$ cat src/rtl/lrtc_pkg.sv
// shared types and constants for the latching rtc day counter
`default_nettype none
package lrtc_pkg;

  // operation codes
  localparam logic [1:0] OP_TICK  = 2'd0;
  localparam logic [1:0] OP_LATCH = 2'd1;
  localparam logic [1:0] OP_WRITE = 2'd2;
  localparam logic [1:0] OP_READ  = 2'd3;

  // register selects
  localparam logic [2:0] REG_SEC  = 3'd0;
  localparam logic [2:0] REG_MIN  = 3'd1;
  localparam logic [2:0] REG_HOUR = 3'd2;
  localparam logic [2:0] REG_DAYL = 3'd3;
  localparam logic [2:0] REG_DAYH = 3'd4;

  localparam int NUM_LATCHED = 5;

  // bit positions in the high/flags byte
  localparam int DAY8_BIT  = 0;
  localparam int HALT_BIT  = 6;
  localparam int CARRY_BIT = 7;

  // wrap limits
  localparam logic [8:0] SEC_LIMIT  = 9'd60;
  localparam logic [8:0] MIN_LIMIT  = 9'd60;
  localparam logic [8:0] HOUR_LIMIT = 9'd24;
  localparam logic [9:0] DAY_LIMIT  = 10'd512;

  typedef struct packed {
    logic [7:0] seconds;
    logic [7:0] minutes;
    logic [7:0] hours;
    logic [8:0] day;
    logic       halt;
    logic       carry;
  } live_t;

endpackage
`default_nettype wire

$ cat src/rtl/latching_rtc_day_counter.sv
// top level of the latching rtc day counter: input stage, clock registers, result register
//
//   channel | direction | handshake              | payload
//   cmd     | in        | cmd_valid / cmd_stall  | op, reg_select, write_data
//   rsp     | out       | rsp_valid / rsp_stall  | read_data
//
// every command returns one response; one command is taken per cycle while cmd_stall is low
// a command passes through the input register, then the clock update and result register
// the clock registers change only when a command leaves the input register
// rsp_stall holds the result register and backs up into cmd_stall
// rst is synchronous and clears the clock, the latched copy and both valids
`default_nettype none
module latching_rtc_day_counter (
  input  wire logic       clk,
  input  wire logic       rst,
  input  wire logic       cmd_valid,
  output logic            cmd_stall,
  input  wire logic [1:0] op,
  input  wire logic [2:0] reg_select,
  input  wire logic [7:0] write_data,
  output logic            rsp_valid,
  input  wire logic       rsp_stall,
  output logic [7:0]      read_data
);
  import lrtc_pkg::*;

  logic       s1_valid;
  logic [1:0] op_q;
  logic [2:0] sel_q;
  logic [7:0] data_q;
  logic       s1_fire;
  logic [7:0] result;
  live_t      live;

  assign s1_fire   = s1_valid && (!rsp_valid || !rsp_stall);
  assign cmd_stall = s1_valid && !s1_fire;

  always_ff @(posedge clk) begin
    if (rst) begin
      s1_valid <= 1'b0;
    end else if (!cmd_stall) begin
      s1_valid <= cmd_valid;
    end
  end

  always_ff @(posedge clk) begin
    if (cmd_valid && !cmd_stall) begin
      op_q   <= op;
      sel_q  <= reg_select;
      data_q <= write_data;
    end
  end

  lrtc_regs u_regs (
    .clk        (clk),
    .rst        (rst),
    .en         (s1_fire),
    .op         (op_q),
    .reg_select (sel_q),
    .write_data (data_q),
    .result     (result),
    .live       (live)
  );

  always_ff @(posedge clk) begin
    if (rst) begin
      rsp_valid <= 1'b0;
    end else if (s1_fire) begin
      rsp_valid <= 1'b1;
    end else if (!rsp_stall) begin
      rsp_valid <= 1'b0;
    end
  end

  always_ff @(posedge clk) begin
    if (s1_fire) read_data <= result;
  end

  a_nonread_zero: assert property (@(posedge clk) disable iff (rst)
    s1_fire && op_q != OP_READ |=> read_data == 8'd0)
    else $error("non-read transfer produced nonzero data");

  a_stall_needs_item: assert property (@(posedge clk) disable iff (rst)
    cmd_stall |-> s1_valid && rsp_valid)
    else $error("cmd stalled with no item held");

  a_halt_freezes: assert property (@(posedge clk) disable iff (rst)
    s1_fire && op_q == OP_TICK && live.halt |=> $stable(live))
    else $error("halted tick changed the clock");

  a_high_write: assert property (@(posedge clk) disable iff (rst)
    s1_fire && op_q == OP_WRITE && sel_q == REG_DAYH
    |=> live.halt == $past(data_q[HALT_BIT]) && live.carry == $past(data_q[CARRY_BIT]))
    else $error("high byte write did not set flags");

endmodule
`default_nettype wire

$ cat src/rtl/lrtc_tick.sv
// one-second advance of the live clock with cascaded compare-and-wrap
`default_nettype none
module lrtc_tick (
  input  wire lrtc_pkg::live_t cur,
  output lrtc_pkg::live_t      nxt
);
  import lrtc_pkg::*;

  logic [8:0] sec_sum, min_sum, hour_sum;
  logic [8:0] sec_wrap, min_wrap, hour_wrap;
  logic [9:0] day_sum, day_wrap;
  logic       sec_c, min_c, hour_c, day_c;

  always_comb begin
    sec_sum  = {1'b0, cur.seconds} + 9'd1;
    sec_c    = (sec_sum >= SEC_LIMIT);
    sec_wrap = sec_c ? (sec_sum - SEC_LIMIT) : sec_sum;

    min_sum  = {1'b0, cur.minutes} + {8'd0, sec_c};
    min_c    = (min_sum >= MIN_LIMIT);
    min_wrap = min_c ? (min_sum - MIN_LIMIT) : min_sum;

    hour_sum  = {1'b0, cur.hours} + {8'd0, min_c};
    hour_c    = (hour_sum >= HOUR_LIMIT);
    hour_wrap = hour_c ? (hour_sum - HOUR_LIMIT) : hour_sum;

    day_sum  = {1'b0, cur.day} + {9'd0, hour_c};
    day_c    = (day_sum >= DAY_LIMIT);
    day_wrap = day_c ? (day_sum - DAY_LIMIT) : day_sum;

    nxt = cur;
    if (!cur.halt) begin
      nxt.seconds = sec_wrap[7:0];
      nxt.minutes = min_wrap[7:0];
      nxt.hours   = hour_wrap[7:0];
      nxt.day     = day_wrap[8:0];
      // carry is sticky until a high byte write
      nxt.carry   = cur.carry | day_c;
    end
  end

endmodule
`default_nettype wire

$ cat src/rtl/lrtc_regs.sv
// live and latched clock registers with write, latch and read logic
`default_nettype none
module lrtc_regs (
  input  wire logic             clk,
  input  wire logic             rst,
  input  wire logic             en,
  input  wire logic [1:0]       op,
  input  wire logic [2:0]       reg_select,
  input  wire logic [7:0]       write_data,
  output logic [7:0]            result,
  output lrtc_pkg::live_t       live
);
  import lrtc_pkg::*;

  live_t      live_next;
  live_t      ticked;
  logic [7:0] latched [NUM_LATCHED];
  logic [7:0] high_byte;

  lrtc_tick u_tick (
    .cur (live),
    .nxt (ticked)
  );

  always_comb begin
    high_byte            = 8'd0;
    high_byte[DAY8_BIT]  = live.day[8];
    high_byte[HALT_BIT]  = live.halt;
    high_byte[CARRY_BIT] = live.carry;
  end

  always_comb begin
    live_next = live;
    case (op)
      OP_TICK: begin
        live_next = ticked;
      end
      OP_WRITE: begin
        case (reg_select)
          REG_SEC:  live_next.seconds = write_data;
          REG_MIN:  live_next.minutes = write_data;
          REG_HOUR: live_next.hours   = write_data;
          REG_DAYL: live_next.day     = {live.day[8], write_data};
          REG_DAYH: begin
            live_next.day[8] = write_data[DAY8_BIT];
            live_next.halt   = write_data[HALT_BIT];
            live_next.carry  = write_data[CARRY_BIT];
          end
          default: live_next = live;
        endcase
      end
      default: live_next = live;
    endcase
  end

  always_ff @(posedge clk) begin
    if (rst) begin
      live <= '0;
      for (int i = 0; i < NUM_LATCHED; i++) latched[i] <= 8'd0;
    end else if (en) begin
      live <= live_next;
      if (op == OP_LATCH) begin
        latched[REG_SEC]  <= live.seconds;
        latched[REG_MIN]  <= live.minutes;
        latched[REG_HOUR] <= live.hours;
        latched[REG_DAYL] <= live.day[7:0];
        latched[REG_DAYH] <= high_byte;
      end
    end
  end

  // reads see the latched copy; selects beyond the high byte read zero
  always_comb begin
    result = 8'd0;
    if (op == OP_READ && reg_select <= REG_DAYH) result = latched[reg_select];
  end

endmodule
`default_nettype wire

$ cat config.mk
export PLATFORM = sky130hd
export DESIGN_NAME = latching_rtc_day_counter
export DESIGN_NICKNAME = d
export VERILOG_FILES = /design/src/rtl/lrtc_pkg.sv /design/src/rtl/latching_rtc_day_counter.sv /design/src/rtl/lrtc_tick.sv /design/src/rtl/lrtc_regs.sv
export SDC_FILE = /design/constraint.sdc
export NUM_CORES = 1
export LEC_CHECK = 0
export BUFFER_PORTS_ARGS = -buffer_cell sky130_fd_sc_hd__buf_4
export CAP_MARGIN = 20
export CORE_MARGIN = 2
export CORE_UTILIZATION = 40
export DETAILED_ROUTE_END_ITERATION = 8
export GPL_TIMING_DRIVEN = 0
export SYNTH_ARGS = -nofsm -noshare
export SYNTH_HDL_FRONTEND = slang
export SYNTH_SLANG_ARGS = --single-unit
$ cat constraint.sdc
create_clock -name clk -period 5.5 [get_ports clk]
set_clock_uncertainty 0.05 [all_clocks]
set_input_delay 0.825 -clock clk [delete_from_list [all_inputs] [get_ports clk]]
set_output_delay 0.825 -clock clk [all_outputs]
set_load 0.005 [all_outputs]
==> metrics.md, run 1 <==
| Metric | Value |
|---|---|
| Final Util | 0.488 |
| Xor/xnor share of the synthesized area | 0.0313 |
| Final estimated routing congestion in global placement | 0.956 |
| Num ports | 27 |
| Largest net degree at the start of global routing | 21 |
| CP Class | flip-flop to flip-flop |
| Top cells by area, synth | edfxtp_1 (33%), dfxtp_1 (15%), and2_1 (4.0%) |
| Critical Path Stages | 26 |
| Worst Path Arrival | 5.51 ns |
| Fin Hold WS | 0.435 ns |
| Min Tclk post-route | 5.29 ns |
| Mapped Avg Cell Area | 9.85 um2 |
| Clk_lat worst skew | 0.35 ns |
| Max cap viols | 0 |
| Placed cell count | 706 |
| Worst r2r src | u_regs.live[27]$_SDFFE_PP0P_ |
| Synth Area in Adders | 0.0249 |
| Reg2Reg Depth | 26 |
| Pleak | 2.14 nW |
| CP bufs+invs | 4 |
| Initial Utilization | 0.414 |
| Setup violations, final | 0 |
| Worst EP required | 5.72 ns |
| Core area | 0.0122 mm2 |
| Synth warn | 0 |
| FF+latch count, synth | 93 |
| Synth Area in Simple Gates | 0.209 |
| Num CTS Buffers | 9 |
| Worst setup SP type | flip-flop |
| WL/cell | 18.8 um |
| Vias post-DR | 4196 |
| Synth Area in Compound Gates | 0.162 |
| Crit Path Max Fanout | 9 |
| Sequential share of the synthesized area | 0.481 |
| Post-detail-place hpwl | 10.0 mm |
| Fin crit share | 0.962 |
| Residual DRC | 0 |
| Top-count cell post-synth | edfxtp_1 |
| Filler cells | 1128 |
| TritonCTS clock tree | done |
| Leading area contributor after synthesis | edfxtp_1 |
| Die Y | 116 um |
| Reg clk slew, reported paths | 0.07 ns |
| Syn Inst Count | 511 |
| Initial antenna violation count | 0 |
| Async set-reset flop share out of synthesis | 0 |
| Worst reg-to-reg setup slack | 0.21 ns |
| Worst Hold End | u_regs.live[1]$_SDFFE_PP0P_ |
| Port buffer count | 25 |
| Vias per inst | 5.75 |
| Root Driver | clkbuf_16 |
| Top cells by count, synth | edfxtp_1 (56), nor2_1 (45), nand2_1 (39) |
| Vias in the first global route | 3828 |
| CP endpoint kind | flip-flop |
| Mapped cell area | 0.00503 mm2 |
| Slew at the pin closest to its max-slew limit | 0.756 ns |
| Gr ovfl total | 0 |
| Final Hold Viols | 0 |
| Overall Global Routing Usage | 0.214 |
| Post-synth top area share | 0.334 |
| Area Growth Syn to Fin | 17.9% |
| Total Wirelength | 13.7 mm |
| Final std cells w/o fill | 730 |
| Max incr delay on CP | 0.39 ns |
| Max Fclk | 0.189 GHz |
| Top FF cell, synth | edfxtp_1 |
| Rows | 40 |
| Status | complete, no violations |
| Layout cells sized above 1 | 0.167 |
| Worst min path class | flip-flop to flip-flop |
| Slowest stage cell, crit path | dfxtp_4 |
| WHS Path Cells | 2 |
| Max clock buf depth | 2 |
| EDFF count, synth | 56 |
| Max-slew violation count | 0 |
| Post-route ant nets | 0 |
| Main combinational cell family by area after synthesis | simple AND/OR/NAND/NOR gates |
| Final #Nets | 584 |
| Critical R2R Capture | u_regs.live[8]$_SDFFE_PP0P_ |
| Syn_nets | 538 |
| Min-delay src | u_regs.live[1]$_SDFFE_PP0P_ |
| Initial DRC count | 394 |
| Cell variety after synth | 54 |
| Die ar. | 0.0135 mm2 |
| Power, Total | 1.53 mW |
| VDD IR max | 0.160 mV |
| P per Cell Area | 258 mW/mm2 |
| Rel. slew slack | 0.496 |
| CTS Sinks | 93 |
| 1st-pass router iterations | 6 |
| Multiplexer share of the synthesized area | 0.0537 |
| Antenna fix cells | 0 |
| Critical path's top delay family | compound AO/OA/AOI/OAI gates |
| Die X | 116 um |
| CTS H-Tree Depth | 3 |
| First-pass GRT wire length | 21.1 mm |
per-stage QoR:
stage               worst slack [ns]  setup TNS [ns]  instance area, um2
global placement              -0.684           -5.34                5430
CTS                          0.00961               0                5780
floorplan                      0.328               0                5030
finish                         0.206               0                5930
detailed placement            -0.762           -6.27                5470
global route                 -0.0256         -0.0284                5930
tightest hold or removal path: stages (launching register included):
cell and delay, ns:
dfxtp_1 0.33, nand2_1 0.06, a21oi_1 0.05
metal layers:
metal	up-vias	wire length, um	GRT usage
li1	1982	-	-
met1	2043	6010	0.284
met2	152	6510	0.335
met3	19	1030	0.0747
met4	0	189	0.0579
met5	-	0	0
power breakdown:
group | total, mW | internal [mW] | switching, mW | leakage, nW
Sequential | 0.786 | 0.765 | 0.0207 | 0.872
Combinational | 0.147 | 0.0595 | 0.0876 | 1.13
Clock | 0.600 | 0.312 | 0.287 | 0.135
Total | 1.53 | 1.14 | 0.396 | 2.14
worst max-delay path by stage:
stage | start | end | slack (ns)
finish | u_regs.live[27]$_SDFFE_PP0P_ | u_regs.live[8]$_SDFFE_PP0P_ | 0.21
global route | u_regs.live[27]$_SDFFE_PP0P_ | u_regs.live[8]$_SDFFE_PP0P_ | -0.03
CTS | u_regs.live[28]$_SDFFE_PP0P_ | u_regs.live[7]$_SDFFE_PP0P_ | 0.01
detailed placement | u_regs.live[27]$_SDFFE_PP0P_ | u_regs.live[7]$_SDFFE_PP0P_ | -0.76
global placement | u_regs.live[27]$_SDFFE_PP0P_ | u_regs.live[8]$_SDFFE_PP0P_ | -0.68
floorplan | u_regs.live[27]$_SDFFE_PP0P_ | u_regs.live[8]$_SDFFE_PP0P_ | 0.33
logic make-up (layout without fill, tap and decap cells):
| group | Yosys count | in the layout |
|---|---|---|
| buf+inv | 42 | 93 |
| flops | 93 | 93 |
| fa+ha+maj | 10 | 10 |
| compound gates | 127 | 127 |
| xor+xnor | 18 | 18 |
| simple gates | 204 | 204 |
| mux | 17 | 17 |
layout by cell type, fill, tap and decap left out, drive strengths merged, types with 14 or more instances in the layout:
master  synthesis  final
a211oi         14     14
a21oi          34     34
and2           32     32
and3           14     14
buf            12     47
clkbuf         18     27
dfxtp          37     37
edfxtp         56     56
inv            12     16
nand2          39     39
nand3          17     17
nor2           45     45
nor3           18     18
o21ai          34     34
xnor2          14     14
repair_timing:
| action | in CTS | in global routing |
|---|---|---|
| endpoints found under the setup margin | 14 | 11 |
| hold buffers | 0 | 0 |
| pin swaps | 3 | 7 |
| buffers inserted | 3 | 4 |
| resized for setup | 6 | 24 |
layout make-up:
cell class / count / area, um2 / share of cell area
Multi-Input combinational cell: 376 / 2530 / 0.426
Sequential cell: 93 / 2430 / 0.410
Timing Repair Buffer: 35 / 287 / 0.0483
Clock buffer: 9 / 225 / 0.0380
Tap cell: 168 / 210 / 0.0354
Buffer: 30 / 151 / 0.0255
Clock inverter: 7 / 55.1 / 0.00928
Inverter: 12 / 45.0 / 0.00759
state kept, by name, indices dropped and copies added, names as in the netlist:
register	count
data_q	8
op_q	2
read_data	8
rsp_valid	1
s1_valid	1
sel_q	3
u_regs.latched	35
u_regs.live	35
(Power assumes the default switching activity.)
==> inputs of run 2 (changes only) <==
--- a/config.mk
+++ b/config.mk
@@ -5,12 +5,14 @@
 export SDC_FILE = /design/constraint.sdc
 export NUM_CORES = 1
 export LEC_CHECK = 0
+export ABC_AREA = 1
 export BUFFER_PORTS_ARGS = -buffer_cell sky130_fd_sc_hd__buf_4
 export CAP_MARGIN = 20
 export CORE_MARGIN = 2
 export CORE_UTILIZATION = 40
 export DETAILED_ROUTE_END_ITERATION = 8
 export GPL_TIMING_DRIVEN = 0
+export RECOVER_POWER = 25
 export SYNTH_ARGS = -nofsm -noshare
 export SYNTH_HDL_FRONTEND = slang
 export SYNTH_SLANG_ARGS = --single-unit
==> metrics.md, run 2 <==
| Metric | Value |
|---|---|
| Final estimated routing congestion in global placement | 0.900 (-5.9%) |
| VDD IR max | 0.142 mV (-11%) |
| Post-route cell area | 0.00584 mm2 (-1.6%) |
| Worst r2r src | u_regs.live[29]$_SDFFE_PP0P_ |
| Max incr delay on CP | 0.31 ns (-0.08 ns) |
| Max Fclk | 0.200 GHz (+6.1%) |
| Worst min path class | flip-flop to flip-flop |
| Critical R2R Capture | u_regs.live[7]$_SDFFE_PP0P_ |
| Die X | 116 um (-0.17%) |
| Slowest stage cell, crit path | dfxtp_1 |
| Top cells by count, synth | nand2_1 (104), nor2_1 (77), inv_1 (76) |
| Pleak | 2.31 nW (+8.1%) |
| Layout cells sized above 1 | 0.153 (-0.0146) |
| Async set-reset flop share out of synthesis | 0 (unchanged) |
| Overall Global Routing Usage | 0.202 (-0.0122) |
| FF+latch count, synth | 93 (unchanged) |
| Top FF cell, synth | edfxtp_1 |
| Worst Path Arrival | 5.23 ns (-0.28 ns) |
| Sw Ratio | 0.242 (-0.0162) |
| Vias in the first global route | 4038 (+5.5%) |
| 1st-pass router iterations | 5 (-1) |
| Power, Total | 1.62 mW (+6.0%) |
| TritonCTS clock tree | done |
| P per Cell Area | 278 mW/mm2 (+7.7%) |
| Die ar. | 0.0134 mm2 (-0.34%) |
| Fin Setup TNS | 0 ns (unchanged) |
| Comb pwr share | 0.110 (+0.014) |
| Footprint of the multi-input gates | 0.00223 mm2 (-12%) |
| Clk_lat worst skew | 0.35 ns (about the same) |
| Int Power | 1.23 mW (+8.3%) |
| Gr ovfl total | 0 (unchanged) |
| Top-count cell post-synth | nand2_1 |
| Min Tclk post-route | 4.99 ns (-0.306 ns) |
| Post-route ant nets | 0 (unchanged) |
| Rel. slew slack | 0.327 (-0.170) |
| Worst EP required | 5.74 ns (+0.02 ns) |
| Max-slew violation count | 0 (unchanged) |
| Initial DRC count | 387 (-1.8%) |
| Synth warn | 0 (unchanged) |
| Switching power | 393 uW (-0.70%) |
| DP Area | 0.00545 mm2 (-0.39%) |
| Worst Hold End | rsp_valid$_SDFFE_PP0P_ |
| Reg2Reg Depth | 37 (+42%) |
| Mapped cell area | 0.00501 mm2 (-0.35%) |
| Most common cell after layout, fill and taps aside | nand2_1 |
| Reg power frac | 0.488 (-0.025) |
| Critical path's top delay family | simple AND/OR/NAND/NOR gates |
| Area Growth Syn to Fin | 16.4% |
| Post-detail-place hpwl | 9.36 mm (-6.8%) |
| Filler cells | 1221 (+8.2%) |
| Largest registers | u_regs.latched x35, u_regs.live x35 |
| Num ports | 27 (unchanged) |
| EDFF count, synth | 56 (unchanged) |
| Vias per inst | 5.12 (-11%) |
| Worst reg-to-reg setup slack | 0.51 ns (+0.31 ns) |
| Syn Inst Count | 606 (+19%) |
| Initial Utilization | 0.414 (about the same) |
| Fin Hold WS | 0.440 ns (+0.00500 ns) |
| Port buffer count | 26 (+4.0%) |
| Crit Path Max Fanout | 9 (unchanged) |
| Top cells by area, synth | edfxtp_1 (34%), dfxtp_1 (15%), nand2_1 (7.8%) |
| Core area | 0.0121 mm2 (-0.41%) |
| Root Driver | clkbuf_16 |
| Worst setup SP type | flip-flop |
| Seq. cell area | 0.00242 mm2 (-0.26%) |
| Max clock buf depth | 2 (unchanged) |
| Sequential share of the synthesized area | 0.483 (+0.00168) |
| Unrepaired setup endpoints after global routing | false |
| Slew at the pin closest to its max-slew limit | 1.01 ns (+0.251 ns) |
| CTS Sinks | 93 (unchanged) |
| Max cap viols | 0 (unchanged) |
| Status | complete, no violations |
| Total Wirelength | 12.6 mm (-8.3%) |
| Most Frequent Cell on Critical Path | nand2_1 |
| Largest net degree at the start of global routing | 21 (unchanged) |
| Most frequent cells in the layout | nand2_1 (104), nor2_1 (77), inv_1 (76), edfxtp_1 (56), nand3_1 (50) |
| Min-delay src | s1_valid$_SDFFE_PP0N_ |
| Vias post-DR | 4210 (+0.33%) |
| Syn_nets | 633 (+18%) |
| Final Hold Viols | 0 (unchanged) |
| Initial antenna violation count | 0 (unchanged) |
| Setup violations, final | 0 (unchanged) |
| Rows | 40 (unchanged) |
| Cell variety after synth | 35 (-35%) |
| Final #Nets | 677 (+16%) |
| CP bufs+invs | 7 (+3) |
| Post-synth top area share | 0.335 (+0.00117) |
| CP endpoint kind | flip-flop |
| Residual DRC | 0 (unchanged) |
| First-pass GRT wire length | 20.3 mm (-3.7%) |
| CTS H-Tree Depth | 3 (unchanged) |
| CP Class | flip-flop to flip-flop |
| Mapped Avg Cell Area | 8.27 um2 (-16%) |
| Die Y | 116 um (-0.17%) |
| Pre-CTS setup slack | 0.0512 ns (+0.813 ns) |
| WL/cell | 15.3 um (-19%) |
| Clock network fraction of design power | 0.402 (+0.011) |
| Antenna fix cells | 0 (unchanged) |
| Hold Buf Count CTS | 0 (unchanged) |
| Final WS setup | 0.512 ns (+0.306 ns) |
| Fin crit share | 0.907 (-0.0556) |
| Num CTS Buffers | 9 (unchanged) |
| WHS Path Cells | 2 (unchanged) |
| Leading area contributor after synthesis | edfxtp_1 |
| Reg clk slew, reported paths | 0.06 ns (about the same) |
run 2: cell types whose count changed after synthesis, sizes merged, moves of 10 or more:
cell / before / now
nand3: 17 / 56
o21ai: 34 / 49
xnor2: 14 / 4
nand2: 39 / 116
clkbuf: 18 / 6
and3: 14 / 0
nor2: 45 / 87
a211oi: 14 / 1
inv: 12 / 81
nor3: 18 / 1
and2: 32 / 0
run 2: power groups by stage:
stage / clock [mW] / sequential, mW / combinational (mW)
floorplan: 0 / 0.801 / 0.115
global placement: 0 / 0.807 / 0.166
detailed placement: 0 / 0.807 / 0.170
CTS: 0.663 / 0.792 / 0.171
global route: 0.690 / 0.796 / 0.200
finish: 0.653 / 0.793 / 0.178
run 2: worst min-delay path: cells and delay by family, from the launching register on:
family / cells / cell delay, ns
buffers and inverters: 1 / 0.08
AO/OA/AOI/OAI: 1 / 0.07
flip-flops: 1 / 0.30
run 2: worst max-delay path by stage:
| stage | to | depth (start not counted) | slack [ns] | from |
|---|---|---|---|---|
| 3_3_place_gp | u_regs.live[7]$_SDFFE_PP0P_ | 33 | 0.14 | u_regs.live[28]$_SDFFE_PP0P_ |
| 3_5_place_dp | u_regs.live[7]$_SDFFE_PP0P_ | 33 | 0.05 | u_regs.live[28]$_SDFFE_PP0P_ |
| 2_1_floorplan | u_regs.live[7]$_SDFFE_PP0P_ | 35 | 0.95 | u_regs.live[27]$_SDFFE_PP0P_ |
| 5_1_grt | u_regs.live[0]$_SDFFE_PP0P_ | 35 | 0.03 | u_regs.live[29]$_SDFFE_PP0P_ |
| 4_1_cts | u_regs.live[7]$_SDFFE_PP0P_ | 33 | 0.01 | u_regs.live[28]$_SDFFE_PP0P_ |
| 6_report | u_regs.live[7]$_SDFFE_PP0P_ | 37 | 0.51 | u_regs.live[29]$_SDFFE_PP0P_ |
run 2: cell families (layout without fill, tap and decap cells):
| group | count (synthesis) | count (layout) | synth area share |
|---|---|---|---|
| adder cells (fa/ha/maj) | 10 | 10 | 0.0250 |
| XOR/XNOR | 13 | 13 | 0.0227 |
| buffers and inverters | 99 | 148 | 0.0799 |
| AND/OR/NAND/NOR | 276 | 276 | 0.253 |
| flip-flops | 93 | 93 | 0.483 |
| AO/OA/AOI/OAI | 115 | 115 | 0.136 |
run 2: cell type report:
class	count	share of cell area
Sequential cell	93	0.416
Multi-Input combinational cell	414	0.382
Inverter	82	0.0527
Timing Repair Buffer	33	0.0452
Clock buffer	11	0.0399
Tap cell	168	0.0360
Buffer	17	0.0157
Clock inverter	5	0.0131
run 2: timing repair:
action	CTS	global route
setup buffers	0	6
gates resized for setup	0	13
endpoints found under the setup margin	0	10
run 2: per-layer routing:
layer  GRT usage  wire (um)  vias to the layer above
met2       0.331       5930                      102
met1       0.268       6050                     1967
met4      0.0556        157                        0
met3      0.0497        459                       10
met5           0          0                        -
li1            -          -                     2131
run 2: through the flow:
step	cells	util
2_1_floorplan	606	-
3_3_place_gp	800	0.447
3_5_place_dp	801	0.450
4_1_cts	817	0.475
5_1_grt	823	0.482
6_report	823	0.482
==> inputs of run 3 (changes only) <==
==> constraint.sdc (replaced) <==
create_clock -name clk -period 5.5 [get_ports clk]
set_clock_uncertainty 0.05 [all_clocks]
set_input_delay 1.1 -clock clk [delete_from_list [all_inputs] [get_ports clk]]
set_output_delay 1.1 -clock clk [all_outputs]
set_load 0.005 [all_outputs]
==> metrics.md, run 3 (synthesis results as in run 2) <==
| Metric | Value |
|---|---|
| Initial DRC count | 386 (-0.26%) |
| Num ports | 27 (unchanged) |
| Largest net degree at the start of global routing | 21 (unchanged) |
| Worst r2r src | u_regs.live[29]$_SDFFE_PP0P_ |
| Antenna fix cells | 0 (unchanged) |
| Max-slew violation count | 0 (unchanged) |
| Max clock buf depth | 2 (unchanged) |
| CP endpoint kind | flip-flop |
| Die Y | 116 um (unchanged) |
| Slew at the pin closest to its max-slew limit | 1.01 ns (-0.0000909 ns) |
| Final WS setup | 0.509 ns (-0.00334 ns) |
| Reg2Reg Depth | 37 (unchanged) |
| Status | complete, no violations |
| Vias post-DR | 4214 (+0.095%) |
| Worst setup SP type | flip-flop |
| Final std cells w/o fill | 823 (unchanged) |
| CTS H-Tree Depth | 3 (unchanged) |
| Layout cells sized above 1 | 0.151 (-0.00153) |
| Fin crit share | 0.908 (about the same) |
| Crit Path Max Fanout | 9 (unchanged) |
| CTS Sinks | 93 (unchanged) |
| Fin Hold WS | 0.440 ns (-0.0000140 ns) |
| Fin Setup TNS | 0 ns (unchanged) |
| Max cap viols | 0 (unchanged) |
| Core area | 0.0121 mm2 (unchanged) |
| Die ar. | 0.0134 mm2 (unchanged) |
| Critical R2R Capture | u_regs.live[7]$_SDFFE_PP0P_ |
| Unrepaired setup endpoints after global routing | false |
| Gr ovfl total | 0 (unchanged) |
| Final Hold Viols | 0 (unchanged) |
| Root Driver | clkbuf_16 |
| CP Class | flip-flop to flip-flop |
| Port buffer count | 26 (unchanged) |
| Residual DRC | 0 (unchanged) |
| VDD IR max | 0.142 mV (about the same) |
| First-pass GRT wire length | 20.3 mm (unchanged) |
| Most Frequent Cell on Critical Path | nand2_1 |
| Placed cell count | 801 (unchanged) |
| Slowest stage cell, crit path | dfxtp_1 |
| Post-detail-place hpwl | 9.36 mm (unchanged) |
| Worst reg-to-reg setup slack | 0.51 ns (about the same) |
| Rows | 40 (unchanged) |
| Area Growth Syn to Fin | 16.2% |
| Max Fclk | 0.200 GHz (about the same) |
| Overall Global Routing Usage | 0.202 (unchanged) |
| Post-route ant nets | 0 (unchanged) |
| Critical path's top delay family | simple AND/OR/NAND/NOR gates |
| Worst Hold End | rsp_valid$_SDFFE_PP0P_ |
| Rel. slew slack | 0.327 (about the same) |
| Filler cells | 1221 (unchanged) |
| Setup violations, final | 0 (unchanged) |
| Worst min path class | flip-flop to flip-flop |
| Clk_lat worst skew | 0.35 ns (about the same) |
| CP bufs+invs | 7 (unchanged) |
| Min Tclk post-route | 4.99 ns (+0.00334 ns) |
| Vias in the first global route | 4038 (unchanged) |
| Final estimated routing congestion in global placement | 0.900 (unchanged) |
| Vias per inst | 5.12 (about the same) |
| Worst Path Arrival | 5.24 ns (about the same) |
| 1st-pass router iterations | 5 (unchanged) |
| Min-delay src | s1_valid$_SDFFE_PP0N_ |
| Initial Utilization | 0.414 (unchanged) |
| Pleak | 2.31 nW (about the same) |
| P per Cell Area | 279 mW/mm2 (+0.11%) |
| Most common cell after layout, fill and taps aside | nand2_1 |
| Most frequent cells in the layout | nand2_1 (104), nor2_1 (78), inv_1 (76), edfxtp_1 (56), nand3_1 (50) |
| Hold Buf Count CTS | 0 (unchanged) |
| Worst EP required | 5.74 ns (about the same) |
| Max incr delay on CP | 0.31 ns (about the same) |
| WHS Path Cells | 2 (unchanged) |
| Total Wirelength | 12.6 mm (about the same) |
| Pre-CTS setup slack | 0.0512 ns (unchanged) |
| TritonCTS clock tree | done |
| Power, Total | 1.62 mW (about the same) |
| WL/cell | 15.3 um (about the same) |
| Reg clk slew, reported paths | 0.06 ns (about the same) |
| Largest registers | u_regs.latched x35, u_regs.live x35 |
| Num CTS Buffers | 9 (unchanged) |
| Die X | 116 um (unchanged) |
| Initial antenna violation count | 0 (unchanged) |
| Final #Nets | 677 (unchanged) |
run 3: changes by cell type in the layout (fill, tap and decap cells not counted):
cell    delta
nor2_1     +1
nor2_4     -1
run 3: layout make-up:
class | count | area, um2 | area share
inverter | 82 | 308 | 0.0528
buffer | 17 | 91.3 | 0.0157
timing repair buffer | 33 | 264 | 0.0453
sequential | 93 | 2420 | 0.416
multi-input combinational | 414 | 2220 | 0.381
clock buffer | 11 | 233 | 0.0399
tap | 168 | 210 | 0.0361
clock inverter | 5 | 76.3 | 0.0131
run 3: worst reg2reg max path: cells and delay by family (launching register included):
family / cells / cell delay, ns
DFF: 1 / 0.31
buffers and inverters: 7 / 0.59
AOI/OAI and AO/OA: 4 / 0.46
adders and majority gates: 6 / 1.29
and+or+nand+nor: 20 / 2.28
run 3: routing by layer:
metal | share of wire | routed length [um] | up-vias | global-route usage
met5 | 0 | 0 | - | 0
met2 | 0.47 | 5920 | 103 | 0.331
met1 | 0.48 | 6060 | 1971 | 0.268
met4 | 0.012 | 153 | 0 | 0.0556
li1 | - | - | 2130 | -
met3 | 0.037 | 463 | 10 | 0.0497
run 3: what timing repair did:
| item | 4_1_cts | 5_1_grt |
|---|---|---|
| gates resized for setup | 0 | 13 |
| buffers inserted | 0 | 6 |
| setup endpoints to repair | 0 | 10 |
run 3: worst max path at each step:
stage                                 startpoint  slack [ns]                          end  cells past startpoint
detailed placement  u_regs.live[28]$_SDFFE_PP0P_        0.05  u_regs.live[7]$_SDFFE_PP0P_                     33
CTS                 u_regs.live[28]$_SDFFE_PP0P_        0.01  u_regs.live[7]$_SDFFE_PP0P_                     33
global placement    u_regs.live[28]$_SDFFE_PP0P_        0.14  u_regs.live[7]$_SDFFE_PP0P_                     33
global route        u_regs.live[29]$_SDFFE_PP0P_        0.03  u_regs.live[0]$_SDFFE_PP0P_                     35
finish              u_regs.live[29]$_SDFFE_PP0P_        0.51  u_regs.live[7]$_SDFFE_PP0P_                     37
floorplan           u_regs.live[27]$_SDFFE_PP0P_        0.95  u_regs.live[7]$_SDFFE_PP0P_                     35
run 3: power breakdown:
part / total (mW) / switching [mW] / leakage [nW] / internal [mW]
Combinational: 0.178 / 0.115 / 1.29 / 0.0630
Sequential: 0.793 / 0.0212 / 0.868 / 0.772
Clock: 0.653 / 0.257 / 0.147 / 0.396
run 3: through the flow:
| stage | utilization | cell area [um2] |
|---|---|---|
| floorplan | - | 5010 |
| global placement | 0.447 | 5420 |
| detailed placement | 0.450 | 5450 |
| CTS | 0.475 | 5760 |
| global route | 0.481 | 5830 |
| finish | 0.481 | 5830 |
